### config.mk
export PLATFORM = sky130hd
export DESIGN_NAME = infix_to_postfix_converter
export DESIGN_NICKNAME = d
export VERILOG_FILES = /design/src/hdl/itp_pkg.sv /design/src/hdl/itp_ram.sv /design/src/hdl/infix_to_postfix_converter.sv
export SDC_FILE = /design/constraint.sdc
export NUM_CORES = 1
export LEC_CHECK = 0
export BUFFER_PORTS_ARGS = -buffer_cell sky130_fd_sc_hd__buf_2
export CORE_MARGIN = 2
export CORE_UTILIZATION = 35
export CTS_CLUSTER_SIZE = 24
export DETAILED_ROUTE_END_ITERATION = 8
export GPL_ROUTABILITY_DRIVEN = 0
export RECOVER_POWER = 100
export SKIP_CTS_REPAIR_TIMING = 1
export SYNTH_ARGS = -nofsm -noshare
export SYNTH_HDL_FRONTEND = slang
export SYNTH_SLANG_ARGS = --single-unit
### constraint.sdc
create_clock -name clk -period 8.5 [get_ports clk]
set_input_delay 0.85 -clock clk [delete_from_list [all_inputs] [get_ports clk]]
set_output_delay 0.85 -clock clk [all_outputs]
set_load 0.1 [all_outputs]
### src/hdl/itp_pkg.sv
`default_nettype none

package itp_pkg;

  typedef logic [2:0] op_code_t;
  typedef logic [1:0] err_code_t;
  typedef logic [1:0] prec_t;

  localparam int STACK_DEPTH_DEF = 16;

  // Operator codes as stored on the stack
  localparam op_code_t OP_NONE  = 3'd0;
  localparam op_code_t OP_ADD   = 3'd1;
  localparam op_code_t OP_SUB   = 3'd2;
  localparam op_code_t OP_MUL   = 3'd3;
  localparam op_code_t OP_DIV   = 3'd4;
  localparam op_code_t OP_POW   = 3'd5;
  localparam op_code_t OP_OPEN  = 3'd6;
  localparam op_code_t OP_CLOSE = 3'd7;

  localparam err_code_t ERR_NONE     = 2'd0;
  localparam err_code_t ERR_OVERFLOW = 2'd1;
  localparam err_code_t ERR_CLOSE    = 2'd2;
  localparam err_code_t ERR_OPEN     = 2'd3;

  localparam logic [7:0] CH_ADD   = 8'h2B;
  localparam logic [7:0] CH_SUB   = 8'h2D;
  localparam logic [7:0] CH_MUL   = 8'h2A;
  localparam logic [7:0] CH_DIV   = 8'h2F;
  localparam logic [7:0] CH_POW   = 8'h5E;
  localparam logic [7:0] CH_OPEN  = 8'h28;
  localparam logic [7:0] CH_CLOSE = 8'h29;

  function automatic op_code_t classify(input logic [7:0] ch);
    op_code_t c;
    case (ch)
      CH_ADD:   c = OP_ADD;
      CH_SUB:   c = OP_SUB;
      CH_MUL:   c = OP_MUL;
      CH_DIV:   c = OP_DIV;
      CH_POW:   c = OP_POW;
      CH_OPEN:  c = OP_OPEN;
      CH_CLOSE: c = OP_CLOSE;
      default:  c = OP_NONE;
    endcase
    return c;
  endfunction

  function automatic prec_t prec(input op_code_t c);
    prec_t p;
    case (c)
      OP_POW:         p = 2'd3;
      OP_MUL, OP_DIV: p = 2'd2;
      default:        p = 2'd1;
    endcase
    return p;
  endfunction

  function automatic logic [7:0] code_char(input op_code_t c);
    logic [7:0] ch;
    case (c)
      OP_ADD:   ch = CH_ADD;
      OP_SUB:   ch = CH_SUB;
      OP_MUL:   ch = CH_MUL;
      OP_DIV:   ch = CH_DIV;
      OP_POW:   ch = CH_POW;
      OP_OPEN:  ch = CH_OPEN;
      OP_CLOSE: ch = CH_CLOSE;
      default:  ch = 8'h00;
    endcase
    return ch;
  endfunction

endpackage

`default_nettype wire

### src/hdl/itp_ram.sv
`default_nettype none

module itp_ram #(
  parameter int WIDTH = 3,
  parameter int DEPTH = 16
) (
  input  wire logic                     clk,
  input  wire logic                     we,
  input  wire logic [$clog2(DEPTH)-1:0] waddr,
  input  wire logic [WIDTH-1:0]         wdata,
  input  wire logic [$clog2(DEPTH)-1:0] raddr,
  output logic      [WIDTH-1:0]         rdata
);

  logic [WIDTH-1:0] mem [DEPTH];

  always_ff @(posedge clk) begin
    if (we) begin
      mem[waddr] <= wdata;
    end
    rdata <= mem[raddr];
  end

endmodule

`default_nettype wire

### src/hdl/infix_to_postfix_converter.sv
`default_nettype none
// An operand item passes the accepted-character register, the pending slot and
// the output register on its way to out_tvalid. A new character is taken only
// when idle: after the last one, its pops and, if final, the stack flush.
// The operator stack lives in a RAM with a registered read port.
// Reset (rst_n low, synchronous) empties the stack and clears the error latch;
// the RAM itself is not cleared, since only entries below the count are read.

module infix_to_postfix_converter
#(
  parameter int STACK_DEPTH = itp_pkg::STACK_DEPTH_DEF
) (
  input  wire logic       clk,
  input  wire logic       rst_n,
  // input stream
  input  wire logic       in_tvalid,
  output logic            in_tready,
  input  wire logic [7:0] in_tdata,   // [7:0] symbol
  input  wire logic       in_tlast,   // is_final
  // result stream
  output logic            out_tvalid,
  input  wire logic       out_tready,
  output logic [7:0]      out_tdata,  // [7:0] out_symbol
  output logic [2:0]      out_tuser,  // [0] has_symbol, [2:1] error
  output logic            out_tlast   // end_of_expression
);

  import itp_pkg::*;

  localparam int CW = $clog2(STACK_DEPTH + 1);  // count holds 0..STACK_DEPTH
  localparam int AW = $clog2(STACK_DEPTH);

  typedef enum logic [1:0] {
    ST_IDLE,
    ST_PROC,
    ST_FLUSH
  } state_t;

  state_t           state_r, state_nxt;
  logic [CW-1:0]    count_r, count_nxt;
  err_code_t        err_r, err_nxt;

  // accepted character
  logic [7:0]       sym_r, sym_nxt;
  op_code_t         code_r, code_nxt;
  logic             fin_r, fin_nxt;

  // Pending slot: the newest result item. It is held back while the current
  // step is final, since only at the end is it known to be the last one.
  logic             pend_v_r, pend_v_nxt;
  logic [7:0]       pend_sym_r, pend_sym_nxt;
  logic             pend_has_r, pend_has_nxt;
  logic             pend_end_r, pend_end_nxt;
  err_code_t        pend_err_r, pend_err_nxt;
  logic             pend_seal_r, pend_seal_nxt;

  // output register
  logic             out_v_r, out_v_nxt;
  logic [7:0]       out_sym_r, out_sym_nxt;
  logic             out_has_r, out_has_nxt;
  logic             out_end_r, out_end_nxt;
  err_code_t        out_err_r, out_err_nxt;

  // stack RAM and write forwarding
  logic             ram_we;
  logic [AW-1:0]    ram_waddr;
  logic [AW-1:0]    ram_raddr;
  op_code_t         ram_rdata;
  logic             fwd_r, fwd_nxt;
  op_code_t         fwd_data_r;
  op_code_t         top_code;

  // per-cycle action intents
  logic             emit_req;
  logic [7:0]       emit_sym;
  logic             pop_req;
  logic             push_req;
  logic             seal_req;
  err_code_t        latch_req;
  logic             go;
  logic             can_adv;
  logic             drain;
  logic             have;
  logic             full;
  state_t           after_proc;

  itp_ram #(
    .WIDTH ($bits(op_code_t)),
    .DEPTH (STACK_DEPTH)
  ) u_stack (
    .clk   (clk),
    .we    (ram_we),
    .waddr (ram_waddr),
    .wdata (code_r),
    .raddr (ram_raddr),
    .rdata (ram_rdata)
  );

  // Top of stack: RAM output, or the code just pushed onto that entry
  assign top_code = fwd_r ? fwd_data_r : ram_rdata;

  assign have       = (count_r != '0);
  assign full       = (count_r == CW'(STACK_DEPTH));
  assign can_adv    = !out_v_r || out_tready;
  assign after_proc = fin_r ? ST_FLUSH : ST_IDLE;

  // Decide this cycle's single stack action
  always_comb begin
    emit_req  = 1'b0;
    emit_sym  = sym_r;
    pop_req   = 1'b0;
    push_req  = 1'b0;
    seal_req  = 1'b0;
    latch_req = ERR_NONE;
    state_nxt = state_r;
    sym_nxt   = sym_r;
    code_nxt  = code_r;
    fin_nxt   = fin_r;

    unique case (state_r)
      ST_IDLE: begin
        if (in_tvalid) begin
          sym_nxt   = in_tdata;
          code_nxt  = classify(in_tdata);
          fin_nxt   = in_tlast;
          state_nxt = ST_PROC;
        end
      end
      ST_PROC: begin
        case (code_r)
          OP_NONE: begin
            // operand: pass straight out
            emit_req  = 1'b1;
            state_nxt = after_proc;
          end
          OP_OPEN: begin
            push_req  = 1'b1;
            state_nxt = after_proc;
          end
          OP_CLOSE: begin
            if (have && top_code != OP_OPEN) begin
              emit_req = 1'b1;
              emit_sym = code_char(top_code);
              pop_req  = 1'b1;
            end else if (have) begin
              // drop the matching open paren
              pop_req   = 1'b1;
              state_nxt = after_proc;
            end else begin
              latch_req = ERR_CLOSE;
              state_nxt = after_proc;
            end
          end
          default: begin
            if (have && top_code != OP_OPEN && prec(top_code) >= prec(code_r)) begin
              emit_req = 1'b1;
              emit_sym = code_char(top_code);
              pop_req  = 1'b1;
            end else begin
              push_req  = 1'b1;
              state_nxt = after_proc;
            end
          end
        endcase
      end
      ST_FLUSH: begin
        if (have) begin
          pop_req = 1'b1;
          if (top_code == OP_OPEN) begin
            latch_req = ERR_OPEN;
          end else begin
            emit_req = 1'b1;
            emit_sym = code_char(top_code);
          end
        end else begin
          seal_req  = 1'b1;
          state_nxt = ST_IDLE;
        end
      end
      default: begin
        state_nxt = ST_IDLE;
      end
    endcase

    // An emit waits until the pending slot can take the item; the close of
    // the run waits until an item left from an earlier character moves on
    if (emit_req) begin
      go = !pend_v_r || can_adv;
    end else if (seal_req) begin
      go = !(pend_v_r && pend_seal_r);
    end else begin
      go = 1'b1;
    end
    if (!go) begin
      state_nxt = state_r;
    end
  end

  assign in_tready = (state_r == ST_IDLE);

  // Stack bookkeeping, error latch and RAM addressing
  always_comb begin
    count_nxt = count_r;
    err_nxt   = err_r;
    ram_we    = 1'b0;
    ram_waddr = AW'(count_r);

    if (go) begin
      if (pop_req) begin
        count_nxt = count_r - 1'b1;
      end
      if (push_req) begin
        if (full) begin
          if (err_r == ERR_NONE) begin
            err_nxt = ERR_OVERFLOW;
          end
        end else begin
          ram_we    = 1'b1;
          count_nxt = count_r + 1'b1;
        end
      end
      if (latch_req != ERR_NONE && err_r == ERR_NONE) begin
        err_nxt = latch_req;
      end
      if (seal_req) begin
        // the expression closes here; start the next one clean
        err_nxt = ERR_NONE;
      end
    end

    // read the entry that will be on top next cycle
    ram_raddr = (count_nxt == '0) ? '0 : AW'(count_nxt - 1'b1);
    fwd_nxt   = ram_we && (ram_waddr == ram_raddr);
  end

  // Pending slot and output register
  always_comb begin
    drain = pend_v_r && can_adv && (pend_seal_r || (emit_req && go));

    out_v_nxt   = out_v_r;
    out_sym_nxt = out_sym_r;
    out_has_nxt = out_has_r;
    out_end_nxt = out_end_r;
    out_err_nxt = out_err_r;
    if (drain) begin
      out_v_nxt   = 1'b1;
      out_sym_nxt = pend_sym_r;
      out_has_nxt = pend_has_r;
      out_end_nxt = pend_end_r;
      out_err_nxt = pend_err_r;
    end else if (out_tready) begin
      out_v_nxt = 1'b0;
    end

    pend_v_nxt    = pend_v_r;
    pend_sym_nxt  = pend_sym_r;
    pend_has_nxt  = pend_has_r;
    pend_end_nxt  = pend_end_r;
    pend_err_nxt  = pend_err_r;
    pend_seal_nxt = pend_seal_r;
    if (emit_req && go) begin
      pend_v_nxt    = 1'b1;
      pend_sym_nxt  = emit_sym;
      pend_has_nxt  = 1'b1;
      pend_end_nxt  = 1'b0;
      pend_err_nxt  = err_r;
      pend_seal_nxt = !fin_r;
    end else if (seal_req && go) begin
      // mark the last item, or make an empty end item if none is held
      if (!pend_v_r) begin
        pend_sym_nxt = 8'h00;
        pend_has_nxt = 1'b0;
      end
      pend_v_nxt    = 1'b1;
      pend_end_nxt  = 1'b1;
      pend_err_nxt  = err_r;
      pend_seal_nxt = 1'b1;
    end else if (drain) begin
      pend_v_nxt = 1'b0;
    end
  end

  always_ff @(posedge clk) begin
    if (!rst_n) begin
      state_r     <= ST_IDLE;
      count_r     <= '0;
      err_r       <= ERR_NONE;
      pend_v_r    <= 1'b0;
      pend_seal_r <= 1'b0;
      out_v_r     <= 1'b0;
      fwd_r       <= 1'b0;
    end else begin
      state_r     <= state_nxt;
      count_r     <= count_nxt;
      err_r       <= err_nxt;
      pend_v_r    <= pend_v_nxt;
      pend_seal_r <= pend_seal_nxt;
      out_v_r     <= out_v_nxt;
      fwd_r       <= fwd_nxt;
    end
    sym_r      <= sym_nxt;
    code_r     <= code_nxt;
    fin_r      <= fin_nxt;
    pend_sym_r <= pend_sym_nxt;
    pend_has_r <= pend_has_nxt;
    pend_end_r <= pend_end_nxt;
    pend_err_r <= pend_err_nxt;
    out_sym_r  <= out_sym_nxt;
    out_has_r  <= out_has_nxt;
    out_end_r  <= out_end_nxt;
    out_err_r  <= out_err_nxt;
    fwd_data_r <= code_r;
  end

  assign out_tvalid = out_v_r;
  assign out_tdata  = out_sym_r;
  assign out_tuser  = {out_err_r, out_has_r};
  assign out_tlast  = out_end_r;

endmodule

`default_nettype wire
* Word level (Yosys, flattened, before mapping)
Memory sizes are Yosys's and may differ from the RTL's. A register that Yosys moved wholly into a read port is not among the register bits. Cells that the tools add are included.
Operators by class: bitwise logic cells 1, equality and inequality tests 29, add/sub/neg operators 3, magnitude comparators 1, shifts and indexed selects 0, multiplexer cells 73, $mul 0, reductions and logical operators 38, divide/modulo/power cells 0
Operator list (count):
- $mux W8 | 7
- $pmux W7 S7 | 1
- $eq A8 B6 Y1 const B | 6
- $mux W2 | 21
- $pmux W7 S6 | 1
- $pmux W8 S2 | 2
- $eq A3 B3 Y1 const B | 8
- $mux W1 | 24
- $pmux W3 S7 | 1
- $mux W5 | 4
- $pmux W2 S2 | 4
- $reduce_bool A3 Y1 | 4
- $eq A3 B2 Y1 const B | 3
- $logic_and A1 B1 Y1 | 9
- $eq A8 B7 Y1 const B | 1
- $pmux W1 S2 | 4
- $reduce_or A2 Y1 | 4
- $ne A3 B3 Y1 const B | 2
- $pmux W2 S3 | 1
- $reduce_and A2 Y1 | 3
- $reduce_bool A2 Y1 | 3
- $add A5 B1 Y5 const B | 1
- $eq A5 B5 Y1 const B | 1
- $logic_not A5 Y1 | 1
- 22 further kinds | 29
Storage, ports and cells: flip-flop bits (word level) 52, bits in latches 0, output and inout bits 14, input port bits 13, ROM bits 0, word-level logic and storage cells 165, bits in writable memories 48, memories 1
Memory list:
- u_stack.mem | depth 16, width 3, rd ports 1, clocked after memory_dff 1, wr ports 1, line itp_ram.sv:15 | logic [WIDTH-1:0] mem [DEPTH];

* Logic depth before layout (Yosys ltp)
depth in word-level cells 19, gate-level depth with buffers 21, depth with buffers taken out 16

* Modules after synthesis
Synthesis repeated with hierarchy kept, for this count alone.
Unflattened totals: cell total of the unflattened synthesis 431, area, all modules 5104.9 sq um
By module, submodules not included:
- infix_to_postfix_converter | instances 1, cells each 328, area each 3093.0 sq um, seq. area each 1381.3 sq um
- itp_ram | instances 1, cells each 103, area each 2011.9 sq um, seq. area each 1501.4 sq um

* Worst setup path after synthesis
OpenSTA, ideal clock, no wires.
path kind register to register, from reg fwd_r, to reg u_stack.rdata[0] (read register of u_stack.mem), path buffers 5, cell stages (with the launch flop) 20, required time 8366 ps, period minus slack after synthesis 4593 ps, slack 3907 ps, data arrival time 4458 ps, path through dfxtp_1 > buf_6 > mux2_2 > nand2b_1 > o21ai_0 > ha_1 > nand2b_1 > a21oi_1 > o31a_1 > buf_4 > nand2_1 > o2bb2ai_4 > xnor2_2 > buf_4 > buf_6 > ha_1 > clkbuf_1 > mux4_2 > a2111oi_1 > a211oi_1
On the way: cells in the longest elaborated chain, start to end 17
RTL lines:
- start, declared | line infix_to_postfix_converter.sv:69 | logic fwd_r, fwd_nxt;
- start signal, assigned | line infix_to_postfix_converter.sv:299 | fwd_r <= fwd_nxt;
- $mux W3 (*) | line infix_to_postfix_converter.sv:100 | assign top_code = fwd_r ? fwd_data_r : ram_rdata;
- $eq A3 B3 Y1 or $eq A3 B2 Y1 (tied branches) | line itp_pkg.sv:51 | case (c)
- $reduce_or A2 Y1 | line itp_pkg.sv:51
- $pmux W2 S2 | line itp_pkg.sv:51
- $mux W2 | line infix_to_postfix_converter.sv:130 | case (code_r)
- $mux W2 | line infix_to_postfix_converter.sv:120 | unique case (state_r)
- $ge A2 B2 Y1 | line infix_to_postfix_converter.sv:155 | if (have && top_code != OP_OPEN && prec(top_code) >= prec(code_r)) begin
- $logic_and A1 B1 Y1 | line infix_to_postfix_converter.sv:155
- $mux W1 | line infix_to_postfix_converter.sv:155
- $pmux W1 S2 | line infix_to_postfix_converter.sv:130
- $pmux W1 S2 | line infix_to_postfix_converter.sv:120
- $mux W5 | line infix_to_postfix_converter.sv:209 | if (pop_req) begin
- $mux W5 | line infix_to_postfix_converter.sv:213 | if (full) begin
- $mux W5 | line infix_to_postfix_converter.sv:212 | if (push_req) begin
- $mux W5 (*) | line infix_to_postfix_converter.sv:208 | if (go) begin
- $sub A4 B1 Y4 or $logic_not A5 Y1 (tied branches) | line infix_to_postfix_converter.sv:232 | ram_raddr = (count_nxt == '0) ? '0 : AW'(count_nxt - 1'b1);
- $mux W4 (*) | line infix_to_postfix_converter.sv:232
- end, declared | line itp_ram.sv:12 | output logic [WIDTH-1:0] rdata
Mark *: on every way between the ends. The rest lies on a longest branch, timed or not. The select of a mux whose other input is x is not followed. A chain may end at the register's enable or synchronous reset.

* Worst setup path in the final report
from reg fwd_r, to reg u_stack.rdata[2] (read register of u_stack.mem)
Same word-level chain as after synthesis.

==> impl_metrics.env <==
export IMPL_antenna_found_initial=0
export IMPL_hold_viol=0
export IMPL_die_width_um=127
export IMPL_dr_first_iter_drc_count=462
export IMPL_grt_usage_pct=14.8
export IMPL_critPathCaptureType="flop"
export IMPL_skew_ns=0.00823
export IMPL_min_delay_start="pend_sym_r[5]"
export IMPL_wl_per_cell_um=17.9
export IMPL_setup_slack_ns=2.19
export IMPL_die_y_um=127
export IMPL_ys_seq_area_share_pct=54.4
export IMPL_place_ws_ns=3.09
export IMPL_final_common_cell="edfxtp_1"
export IMPL_fin_nets=492
export IMPL_grt_setup_unrepaired="false"
export IMPL_async_reset_ff_share_pct=0
export IMPL_grt_max_degree=27
export IMPL_start_util_pct=36.2
export IMPL_drt_total_wl_mm=11.8
export IMPL_grt_pass1_wl_mm=19.0
export IMPL_relSlewSlack_pct=5.15
export IMPL_htreeDepth=3
export IMPL_startpoint="fwd_r"
export IMPL_crit_type="flop to flop"
export IMPL_hpwl_mm=8.33
export IMPL_critical_path_max_fanout=24
export IMPL_drtPass1Iterations=5
export IMPL_rows=44
export IMPL_cts_tree="yes"
export IMPL_status="complete, no violations"
export IMPL_cts_sinks=103
export IMPL_setup_viol=0
export IMPL_fillerInstances=1419
export IMPL_synth_cell_type_count=82
export IMPL_timing_final_crit_share_pct=74.2
export IMPL_leakage_nw=1.96
export IMPL_drv_slew=0
export IMPL_post_place_cells=640
export IMPL_syn_to_final_growth_pct=8.28
export IMPL_vias_per_cell=5.67
export IMPL_cts_inserted_buffers=9
export IMPL_avgSynthCellArea_sq_um=11.7
export IMPL_vias=3721
export IMPL_hold_class="flop to flop"
export IMPL_netlist_area_sq_um=5300
export IMPL_final_cell_mix="edfxtp_1, nor2_1, nand2_1, clkbuf_1, o21ai_0"
export IMPL_grt_ovfl_total=0
export IMPL_core_area_sq_um=14600
export IMPL_portBuffers=26
export IMPL_post_route_drc_count=0
export IMPL_tightest_slew_ns=1.42
export IMPL_cts_root_buf="clkbuf_16"
export IMPL_fmax_mhz=159
export IMPL_drtAntennaViolNets=0
export IMPL_critPathRequiredTime_ns=8.71
export IMPL_worst_setup_hold_path_clk_slew_ns=0.07
export IMPL_clk_latency_ns=0.35
export IMPL_pin_count=27
export IMPL_synth_area_top_cells="edfxtp_1, dfxtp_1, ha_1"
export IMPL_syn_nets=477
export IMPL_tns_ns=0
export IMPL_power_density_nw_per_um2=299
export IMPL_synth_edf_count=82
export IMPL_worstPathArrival_ns=6.51
export IMPL_layout_drive_gt1_share_pct=8.90
export IMPL_ir_worst_vdd_v=0.000120
export IMPL_cap_violations=0
export IMPL_dieArea_sq_um=16100
export IMPL_synth_ff_type="edfxtp_1"
export IMPL_yosysWarnings=0
export IMPL_critPathLaunchType="flop"
export IMPL_final_cells=656
export IMPL_yosysTopAreaCell="edfxtp_1"
export IMPL_syn_inst=452
export IMPL_first_global_vias=3604
export IMPL_synth_seq_cells=103
export IMPL_synth_top_area_share_pct=46.4
export IMPL_r2r_start="fwd_r"
export IMPL_post_route_util_pct=39.2
export IMPL_num_antenna_cells=0
export IMPL_min_period_ns=6.31
export IMPL_clk_path_buf_depth=2
-- cell usage after synthesis (3+ instances only) --
cell and instances:
a211oi_1 3, a21oi_1 16, a221oi_1 4, a31oi_1 10, and2_1 10, and3_1 11, buf_2 4, buf_4 4
buf_6 4, clkbuf_1 10, dfxtp_1 21, edfxtp_1 82, ha_1 12, inv_1 15, mux2_2 3, mux2i_1 11
mux4_2 6, nand2_1 35, nand2b_1 7, nand3_1 20, nor2_1 39, nor2b_1 6, nor3_1 6, o211ai_1 9
o21ai_0 22, o221ai_1 3, o32ai_1 3, xnor2_1 4
-- worst paths after layout --
check / depth (start not counted) / slack (ns) / endpoint
max: 15 / 2.19 / u_stack.rdata[2]
min: 0 / 0.42 / out_tdata[5]
max reg2reg: 15 / 2.19 / u_stack.rdata[2]
min reg2reg: 0 / 0.42 / out_tdata[5]
-- cell type report --
cell class,instances,area (sq um),area share (%)
Clock buffer,11,233,4.05
Clock inverter,5,57.6,1.00
Inverter,15,56.3,0.981
Multi-Input combinational cell,311,2170,37.9
Sequential cell,103,2880,50.2
Tap cell,184,230,4.01
Timing Repair Buffer,27,106,1.85
-- report_power, final --
group	total (mW)	switching [mW]	leakage, nW	internal (mW)
clock	0.409	0.180	0.134	0.229
sequential	0.635	0.0417	0.932	0.593
combinational	0.672	0.418	0.893	0.254
total	1.72	0.640	1.96	1.08
-- sequential cells by signal, indices dropped and copies added (netlist names), 3 cells and up --
name,cells
count_r,5
code_r,3
u_stack.mem,48
sym_r,8
fwd_data_r,3
out_tdata,8
u_stack.rdata,3
pend_sym_r,8
-- routing by layer --
metal	wire (um)	track usage, %	share of wire, %	vias to the layer above
li1	-	-	-	1758
met1	5520	20.9	47	1797
met2	5360	23.2	46	145
met3	640	2.26	5.4	21
met4	225	5.75	1.9	0
met5	0	0	0	-
-- cells by family after synthesis --
kind of cell             share of synthesized area [%]
AND/OR/NAND/NOR                                   16.2
AO/OA/AOI/OAI                                     16.0
flip-flops                                        54.4
buffers and inverters                             3.63
multiplexers                                      5.26
adder cells (fa/ha/maj)                           2.83
XOR/XNOR                                          1.72
-- per-stage QoR --
stage                     cell area [sq um]  hold WS (ns)  total power [mW]
after floorplan                        5300         0.400              1.19
after global placement                 5530         0.403              1.30
after detailed placement               5530         0.405              1.32
after CTS                              5820         0.420              1.73
after global routing                   5740         0.429              1.81
final                                  5740         0.420              1.72
-- critical path, cell delays in order, from the launching register on --
cell	delay (ns)
dfxtp_1	0.50
mux2i_1	0.58
o21ai_0	0.22
ha_1	0.33
nand2b_1	0.16
a21o_1	0.20
a21oi_1	0.39
o21bai_1	0.33
o2bb2ai_1	0.36
xnor2_2	0.14
clkbuf_1	1.05
ha_1	0.70
mux4_2	0.40
nor3b_1	0.15
a2111oi_0	0.53
a211oi_1	0.11
Note: power is estimated with default switching activity, not from simulation.
